[src/hdl/cpcc_pkg.sv]
// cpcc_pkg: payload types, status codes and crc constants of the command packet crc checker
// no dependencies; used by cpcc_crc_byte, command_packet_crc_checker and tb
package cpcc_pkg;

  localparam int unsigned CrcWidth = 32;
  localparam logic [CrcWidth-1:0] CrcInit = 32'hFFFF_FFFF;
  localparam logic [CrcWidth-1:0] CrcTop  = 32'h8000_0000;
  localparam logic [CrcWidth-1:0] CrcPoly = 32'h04C1_1DB7;

  // shortest length byte that leaves room for the four crc bytes
  localparam logic [7:0] MinLength = 8'd4;
  // length byte that the frame format cannot use
  localparam logic [7:0] BadLength = 8'd255;

  typedef enum logic [1:0] {
    StatusOk       = 2'd0,
    StatusMismatch = 2'd1,
    StatusMalform  = 2'd2
  } status_e;

  typedef struct packed {
    logic       start_of_packet;
    logic [7:0] data_byte;
  } in_t;

  typedef struct packed {
    status_e              check_status;
    logic [7:0]           command_code;
    logic [CrcWidth-1:0]  computed_crc;
  } out_t;

  // row j holds the input bits that feed output bit j after 32 msb-first shifts
  typedef logic [CrcWidth-1:0][CrcWidth-1:0] crc_mat_t;

  // evaluated at elaboration only
  function automatic crc_mat_t crc_shift_matrix();
    crc_mat_t m;
    logic [CrcWidth-1:0] r;
    m = '0;
    for (int i = 0; i < CrcWidth; i++) begin
      r = CrcWidth'(1) << i;
      for (int k = 0; k < CrcWidth; k++) begin
        if ((r & CrcTop) != '0) begin
          r = (r << 1) ^ CrcPoly;
        end else begin
          r = r << 1;
        end
      end
      for (int j = 0; j < CrcWidth; j++) begin
        m[j][i] = r[j];
      end
    end
    return m;
  endfunction

  localparam crc_mat_t CrcShiftMat = crc_shift_matrix();

endpackage

[src/hdl/cpcc_crc_byte.sv]
// cpcc_crc_byte: folds one byte into the crc, 32 shift steps flattened to an xor network
// depends on cpcc_pkg
module cpcc_crc_byte (
  input  logic [cpcc_pkg::CrcWidth-1:0] crc_i,
  input  logic [7:0]                    byte_i,
  output logic [cpcc_pkg::CrcWidth-1:0] crc_o
);
  import cpcc_pkg::*;

  logic [CrcWidth-1:0] mixed;

  assign mixed = crc_i ^ {{(CrcWidth-8){1'b0}}, byte_i};

  // each output bit is the parity of a fixed subset of the mixed word
  always_comb begin
    for (int j = 0; j < CrcWidth; j++) begin
      crc_o[j] = ^(mixed & CrcShiftMat[j]);
    end
  end

endmodule

[config.mk]
export PLATFORM = sky130hd
export DESIGN_NAME = cpcc_crc_byte
export DESIGN_NICKNAME = d
export VERILOG_FILES = /design/src/hdl/cpcc_pkg.sv /design/src/hdl/cpcc_crc_byte.sv
export SDC_FILE = /design/constraint.sdc
export NUM_CORES = 1
export LEC_CHECK = 0
export BUFFER_PORTS_ARGS = -buffer_cell sky130_fd_sc_hd__buf_2
export CAP_MARGIN = 15
export CELL_PAD_IN_SITES_DETAIL_PLACEMENT = 1
export CELL_PAD_IN_SITES_GLOBAL_PLACEMENT = 1
export CORE_ASPECT_RATIO = 1.4
export CORE_MARGIN = 4
export CORE_UTILIZATION = 40
export DETAILED_ROUTE_END_ITERATION = 12
export PLACE_DENSITY = 0.81
export SYNTH_ARGS = -nofsm -noshare
export SYNTH_HDL_FRONTEND = slang
export SYNTH_SLANG_ARGS = --single-unit
[constraint.sdc]
create_clock -name vclk -period 2.2
set_input_delay 0.11 -clock vclk [all_inputs]
set_output_delay 0.11 -clock vclk [all_outputs]
set_load 0.02 [all_outputs]
-- After elaboration in Yosys (flattened, before gate mapping)
Index checks and enable logic that the tools add are counted.
- word-level logic and storage cells: 33
- output and inout bits: 32
- flip-flop bits (word level): 0
- reductions and logical operators: 32
- bitwise logic cells: 1
- operators with widths (operator ; count):
    parity 32 bit ; 32
    bitwise XOR 32 x 8 -> 32 bit ; 1

-- Longest topological paths before layout
Gate-level depths: netlist of run 1.
- word-level depth: 2
- gate-level depth with buffers: 5
- mapped depth without buffers: 4

-- Worst setup path before layout of run 1
Ideal clock, no wire load.
- path kind: input to output
- start: input crc_i[18] (netlist name)
- end: output crc_o[4] (netlist name)
- slack: 346 ps
- arrival: 1744 ps
- stages: 5
- path through: buf_4 -> xor2_2 -> xnor3_2 -> xnor3_4 -> xnor2_1
- longest elaborated chain between the ends: 2
- ends and longest elaborated chain (what ; RTL line ; text):
    start, declared ; cpcc_crc_byte.sv:4 ; input logic [cpcc_pkg::CrcWidth-1:0] crc_i,
    bitwise XOR 32 x 8 -> 32 bit ; cpcc_crc_byte.sv:12 ; assign mixed = crc_i ^ {{(CrcWidth-8){1'b0}}, byte_i};
    parity 32 bit ; cpcc_crc_byte.sv:17 ; crc_o[j] = ^(mixed & CrcShiftMat[j]);
    end, declared ; cpcc_crc_byte.sv:6 ; output logic [cpcc_pkg::CrcWidth-1:0] crc_o
Every way passes these cells.

-- Worst setup path in the final report of run 1
- start: input crc_i[31] (netlist name)
- end: output crc_o[21] (netlist name)
The elaborated chain is that of the path after synthesis.

==> results of run 1 <==
==> final cells by class <==
cell class | instances | area (um2) | area share (%)
Tap cell | 72 | 90.1 | 2.95
Multi-Input combinational cell | 204 | 2470 | 81.1
Timing Repair Buffer | 89 | 488 | 16.0
==> layout by cell type (no fill, tap or decap) <==
| cell type | n |
|---|---|
| xnor2_1 | 121 |
| xor2_1 | 29 |
| xnor2_2 | 8 |
| xor2_4 | 1 |
| xor3_1 | 2 |
| xnor3_4 | 1 |
| buf_2 | 72 |
| buf_4 | 17 |
| xnor3_2 | 2 |
| xnor3_1 | 37 |
| xor2_2 | 3 |
==> cell families after synthesis <==
kind of cell	after synthesis
xor gates and xnor gates	204
buffers and inverters	16
==> per-layer routing <==
layer	wire, um	vias to the layer above	GRT usage [%]
li1	-	833	-
met5	0	-	0
met4	141	0	2.96
met2	4260	51	39.7
met3	260	8	0.390
met1	2850	862	24.5
==> metrics by stage <==
stage / power, W / util (%) / std cells
after CTS: 0.00337 / 49.2 / 365
after floorplan: 0.00244 / - / 220
after detailed placement: 0.00335 / 49.2 / 365
final: 0.00332 / 49.2 / 365
after global placement: 0.00329 / 49.2 / 365
after global routing: 0.00352 / 49.2 / 365
==> power by group through the flow <==
stage	sequential, W	clock, W	combinational (W)
final	0	0	0.00332
after global routing	0	0	0.00352
after CTS	0	0	0.00337
after detailed placement	0	0	0.00335
after global placement	0	0	0.00329
after floorplan	0	0	0.00244
==> tightest hold or removal path, stage by stage <==
cell and delay, ns:
buf_2 0.14, xnor2_1 0.15, xnor2_1 0.08, buf_2 0.15
==> final timing paths <==
| path | start | end | cells after the start |
|---|---|---|---|
| hold / removal | crc_i[13] | crc_o[16] | 4 |
| setup / recovery | crc_i[31] | crc_o[21] | 6 |
==> metrics.md, run 1 <==
| Metric | Value |
|---|---|
| Max-slew violation total from the final report | `0` |
| Gr ovfl total | `0` |
| Fill cell total of the finished layout | `just under 700` |
| Post CTS Setup Buffer Count | `0` |
| Reported net switching power | `0.00177 W` |
| Combinational share of power | `between 90% and 100%` |
| Highest-delay cell along the critical path | `xnor2_1` |
| Synthesized netlist net count | `260` |
| Unrepaired setup endpoints after global routing | `false` |
| Final WS setup | `just over 0.1 ns` |
| Worst Setup Slack post-DPL | `between 0.09 and 0.1 ns` |
| Compound-gate portion of the synthesized area | `0%` |
| Pwr per Cell Area | `1090 nW/um2` |
| Detailed-route wire length | `around 7.5 mm` |
| Total die area | `around 7700 um2` |
| Count of buffers from port buffering | `72` |
| HPWL after detailed placement | `between 6 and 7 mm` |
| Dominant combinational cell family by area after synthesis | `XOR/XNOR gates` |
| Multiplexer share of the synthesized area | `0%` |
| Leakage | `around 1.5 nW` |
| Data arrival at the endpoint of the critical path | `between 1.5 and 2 ns` |
| Maximum fanout along the worst path | `3` |
| Post-Synth XOR/XNOR Area | `between 90% and 100%` |
| Area growth syn-to-layout | `19.7%` |
| CP required | `2.09 ns` |
| Slew headroom | `54.7%` |
| First-pass GRT wire length | `approximately 11 mm` |
| Worst min-delay path category | `in -> out` |
| Sort of element at the end of the critical path | `output port` |
| Cell types with the largest area share after synthesis | `xnor2_1 (42%), xnor3_1 (33%), xor2_1 (10%)` |
| Achievable frequency | `~480 MHz` |
| Total standard cell area after synthesis | `roughly 2600 um2` |
| Synthesized netlist cell count | `220` |
| Hold Violations, Final | `0` |
| WS Path Type | `in -> out` |
| Die X | `between 70 and 80 um` |
| Post-synthesis cell type with the largest combined area | `xnor2_1` |
| Via count | `1,754` |
| Distinct cell type count after synthesis | `12` |
| Worst-path cell chain | `buf_2 -> xnor3_1 -> xnor2_1 -> xnor3_1 -> xor2_1 -> buf_2` |
| Number of nets in the final layout | `~340` |
| List of most frequent post-synthesis cells | `xnor2_1 (121), xnor3_1 (37), xor2_1 (29)` |
| Number of synthesis warnings | `0` |
| Measured slew at the worst slew-check pin | `between 0.6 and 0.7 ns` |
| Average wire per cell in the routed design | `20.6 um` |
| Post-Layout Inst Area | `between 3000 and 4000 um2` |
| Adder-cell area share of the yosys netlist | `0%` |
| Sequential cell area | `0 um2` |
| Ports | `72` |
| Number of antenna-violating nets in the routed design | `0` |
| Routed via count divided by cell count | `4.81` |
| Buffers and inverters on the worst path | `2` |
| Ratio of cells with drive above 1 in the final layout | `between 30% and 40%` |
| GRT Resource Usage Total | `between 20% and 30%` |
| Effective utilization at floorplan | `between 40 and 50%` |
| Mean cell area of the mapped netlist | `approximately 12 um2` |
| Post-synthesis simple-gate area fraction | `0%` |
| Dominant cell by count in the synthesized netlist | `xnor2_1` |
| MaxCap Viol Count | `0` |
| WHS | `0.739 ns` |
| Register area share after synthesis | `0%` |
| Overall die height | `approximately 100 um` |
| Run status | `finished, final reports clean` |
| Largest stage delay on the critical path | `0.51 ns` |
| Portion of synthesized cell area occupied by the leading cell type | `~42%` |
| Antenna violations before repair | `0` |
| Net switching share of the total power | `a little over half` |
| Shortest clock period the worst path allows after layout | `2.10 ns` |
| Share of the clock period used by the worst path after layout | `between 90 and 100%` |
| Pin count of the biggest net entering global routing | `9` |
| Clock power frac | `0%` |
| Core Region | `approximately 6200 um2` |
| Number of buffers inserted for hold repair after clock tree synthesis | `0` |
| Number of cell rows | `34` |
| Largest delay share family, worst path | `XOR/XNOR gates` |
| Count of clock-net buffers in the final layout | `0` |
| Setup TNS Final | `0 ns` |
| Vias in the first global route | `2,033` |
| Detailed Routing Iterations Pass 1 | `4` |
| Routability Congestion | `between 0.9 and 1` |
| Resized Gates After CTS | `0` |
| Setup-failing EPs final | `0` |
| Area of placed instances | `between 3000 and 4000 um2` |
| Peak supply drop | `0.611 mV` |
| Kind of start point of the critical path | `input pin` |
| Number of antenna repair diodes | `0` |
| Final sequential cell count | `0` |
| Portion of total power attributed to sequential cells | `0%` |
| Internal power component | `around 0.0015 W` |
| Remaining routing DRC violations | `0` |
| Number of violations reported at the end of detailed-routing iteration 0 | `68` |
(Power assumes the default switching activity.)
==> inputs of run 2 (changes only) <==
--- a/config.mk
+++ b/config.mk
@@ -14,6 +14,7 @@
 export CORE_UTILIZATION = 40
 export DETAILED_ROUTE_END_ITERATION = 12
 export PLACE_DENSITY = 0.81
+export SETUP_SLACK_MARGIN = 0.4
 export SYNTH_ARGS = -nofsm -noshare
 export SYNTH_HDL_FRONTEND = slang
 export SYNTH_SLANG_ARGS = --single-unit
==> run 2 against run 1 <==
Compared with the run above: power increased by 13%; global-route usage increased by 1.7 points; utilization increased by 8.1 points; critical endpoint is now crc_o[2].
==> metrics.md, run 2 (synthesis results as in run 1) <==
| Metric | Value |
|---|---|
| Run status | `finished, final reports clean (unchanged)` |
| Number of nets in the final layout | `355 (was 335)` |
| Sequential cell area | `0 um2 (unchanged)` |
| Fill cell total of the finished layout | `677 (was 694)` |
| Area growth syn-to-layout | `39.3% (was 19.7%)` |
| Ports | `72 (unchanged)` |
| Shortest clock period the worst path allows after layout | `1.90 ns (was 2.10 ns)` |
| Max-slew violation total from the final report | `0 (unchanged)` |
| Global-route track usage on met2 | `43.5% (was 39.7%)` |
| Maximum fanout along the worst path | `4 (was 3)` |
| Setup-failing EPs final | `0 (unchanged)` |
| Achievable frequency | `526 MHz (was 477 MHz)` |
| MaxCap Viol Count | `0 (unchanged)` |
| Pin count of the biggest net entering global routing | `9 (unchanged)` |
| Fin util | `57.2% (was 49.2%)` |
| Detailed Routing Iterations Pass 1 | `4 (unchanged)` |
| Most common cell after layout, fill and taps aside | `xnor2_1 (unchanged)` |
| Data arrival at the endpoint of the critical path | `1.79 ns (was 1.99 ns)` |
| Final sequential cell count | `0 (unchanged)` |
| Measured slew at the worst slew-check pin | `0.497 ns (was 0.674 ns)` |
| Routability Congestion | `0.918 (was 0.922)` |
| Hold Violations, Final | `0 (unchanged)` |
| Via count | `1,934 (was 1,754)` |
| CP required | `2.09 ns (about the same)` |
| Number of violations reported at the end of detailed-routing iteration 0 | `89 (was 68)` |
| Remaining routing DRC violations | `0 (unchanged)` |
| Kind of start point of the critical path | `input pin (unchanged)` |
| Ratio of cells with drive above 1 in the final layout | `51.1% (was 35.5%)` |
| Total die area | `7740 um2 (unchanged)` |
| Vias in the first global route | `2,121 (was 2,033)` |
| Slew headroom | `66.6% (was 54.7%)` |
| Effective utilization at floorplan | `41.1% (unchanged)` |
| Total power after layout | `0.00376 W (was 0.00332 W)` |
| Sort of element at the end of the critical path | `output port (unchanged)` |
| Grt peak-use layer | `met2 (unchanged)` |
| Antenna violations before repair | `0 (unchanged)` |
| Met1 usage in global routing | `25.7% (was 24.5%)` |
| Commonest non-fill, non-tap cells in the layout | `xnor2_1 (102), buf_2 (52), buf_4 (51) (was xnor2_1 (121), buf_2 (72), xnor3_1 (37))` |
| Die X | `75.5 um (unchanged)` |
| Count of clock-net buffers in the final layout | `0 (unchanged)` |
| Unrepaired setup endpoints after global routing | `true (was false)` |
| First-pass GRT wire length | `12.3 mm (was 11.3 mm)` |
| Peak supply drop | `0.766 mV (was 0.611 mV)` |
| Share of the clock period used by the worst path after layout | `86.4% (was 95.3%)` |
| Pwr per Cell Area | `1060 nW/um2 (was 1090 nW/um2)` |
| Average wire per cell in the routed design | `24.1 um (was 20.6 um)` |
| Met3 demand-to-capacity share in global routing | `0.683% (was 0.390%)` |
| Leakage | `1.72 nW (was 1.48 nW)` |
| Number of cell rows | `34 (unchanged)` |
| Core Region | `6210 um2 (unchanged)` |
| Number of antenna-violating nets in the routed design | `0 (unchanged)` |
| Gr ovfl total | `0 (unchanged)` |
| Routed via count divided by cell count | `5.02 (was 4.81)` |
| WHS Path Cells | `3 (was 4)` |
| HPWL after detailed placement | `6.74 mm (was 6.71 mm)` |
| Number of antenna repair diodes | `0 (unchanged)` |
| Detailed-route wire length | `9.27 mm (was 7.51 mm)` |
| Overall die height | `102 um (unchanged)` |
| Count of buffers from port buffering | `72 (unchanged)` |
| Multi-input combinational cell area | `2760 um2 (was 2470 um2)` |
| Setup TNS Final | `0 ns (unchanged)` |
| Worst min-delay path category | `in -> out (unchanged)` |
| WS Path Type | `in -> out (unchanged)` |
| GRT Resource Usage Total | `22.0% (was 20.3%)` |
==> run 2: cell types whose count changed in the layout (fill, tap and decap cells not counted), moves of 10 or more <==
cell / before / now
buf_4: 17 / 51
xnor3_2: 2 / 12
buf_2: 72 / 52
xnor2_2: 8 / 22
xnor3_1: 37 / 27
xnor2_1: 121 / 102
==> run 2: critical path, stage by stage <==
cell	delay (ns)
buf_4	0.13
xnor2_4	0.28
xor3_2	0.58
xnor2_1	0.33
xnor2_1	0.16
buf_2	0.19
==> run 2: worst paths after layout <==
kind,to,startpoint
max,crc_o[2],crc_i[2]
min,crc_o[31],crc_i[27]
==> run 2: layout make-up <==
type | instances | share of cell area, %
multi-input combinational | 204 | 77.7
timing repair buffer | 109 | 19.8
tap | 72 | 2.54
==> run 2: report_power, final <==
group | total [W] | switching, W | leakage (nW) | internal, W
registers | 0 | 0 | 0 | 0
logic | 0.00376 | 0.00195 | 1.72 | 0.00181
clock network | 0 | 0 | 0 | 0
total | 0.00376 | 0.00195 | 1.72 | 0.00181
==> run 2: through the flow <==
step	hold WS, ns	setup WS (ns)	instance area, um2	cells
final	0.646	0.299	3550	385
after global routing	0.673	0.256	3550	385
after CTS	0.653	0.358	3300	374
after detailed placement	0.745	0.0466	3050	364
after global placement	0.732	0.0446	3050	364
after floorplan	0.489	0.399	2560	220
==> run 2: repair_timing <==
action / in CTS / in global routing
setup endpoints to repair: 23 / 26
buffers inserted: 10 / 11
resized for setup: 32 / 36
pin swaps: 21 / 25
hold buffers: 0 / 0
==> run 2: per-layer routing <==
metal	share of wire (%)	wire, um
met1	36	3340
met2	55	5070
met3	3.7	340
met4	5.5	512
met5	0	0
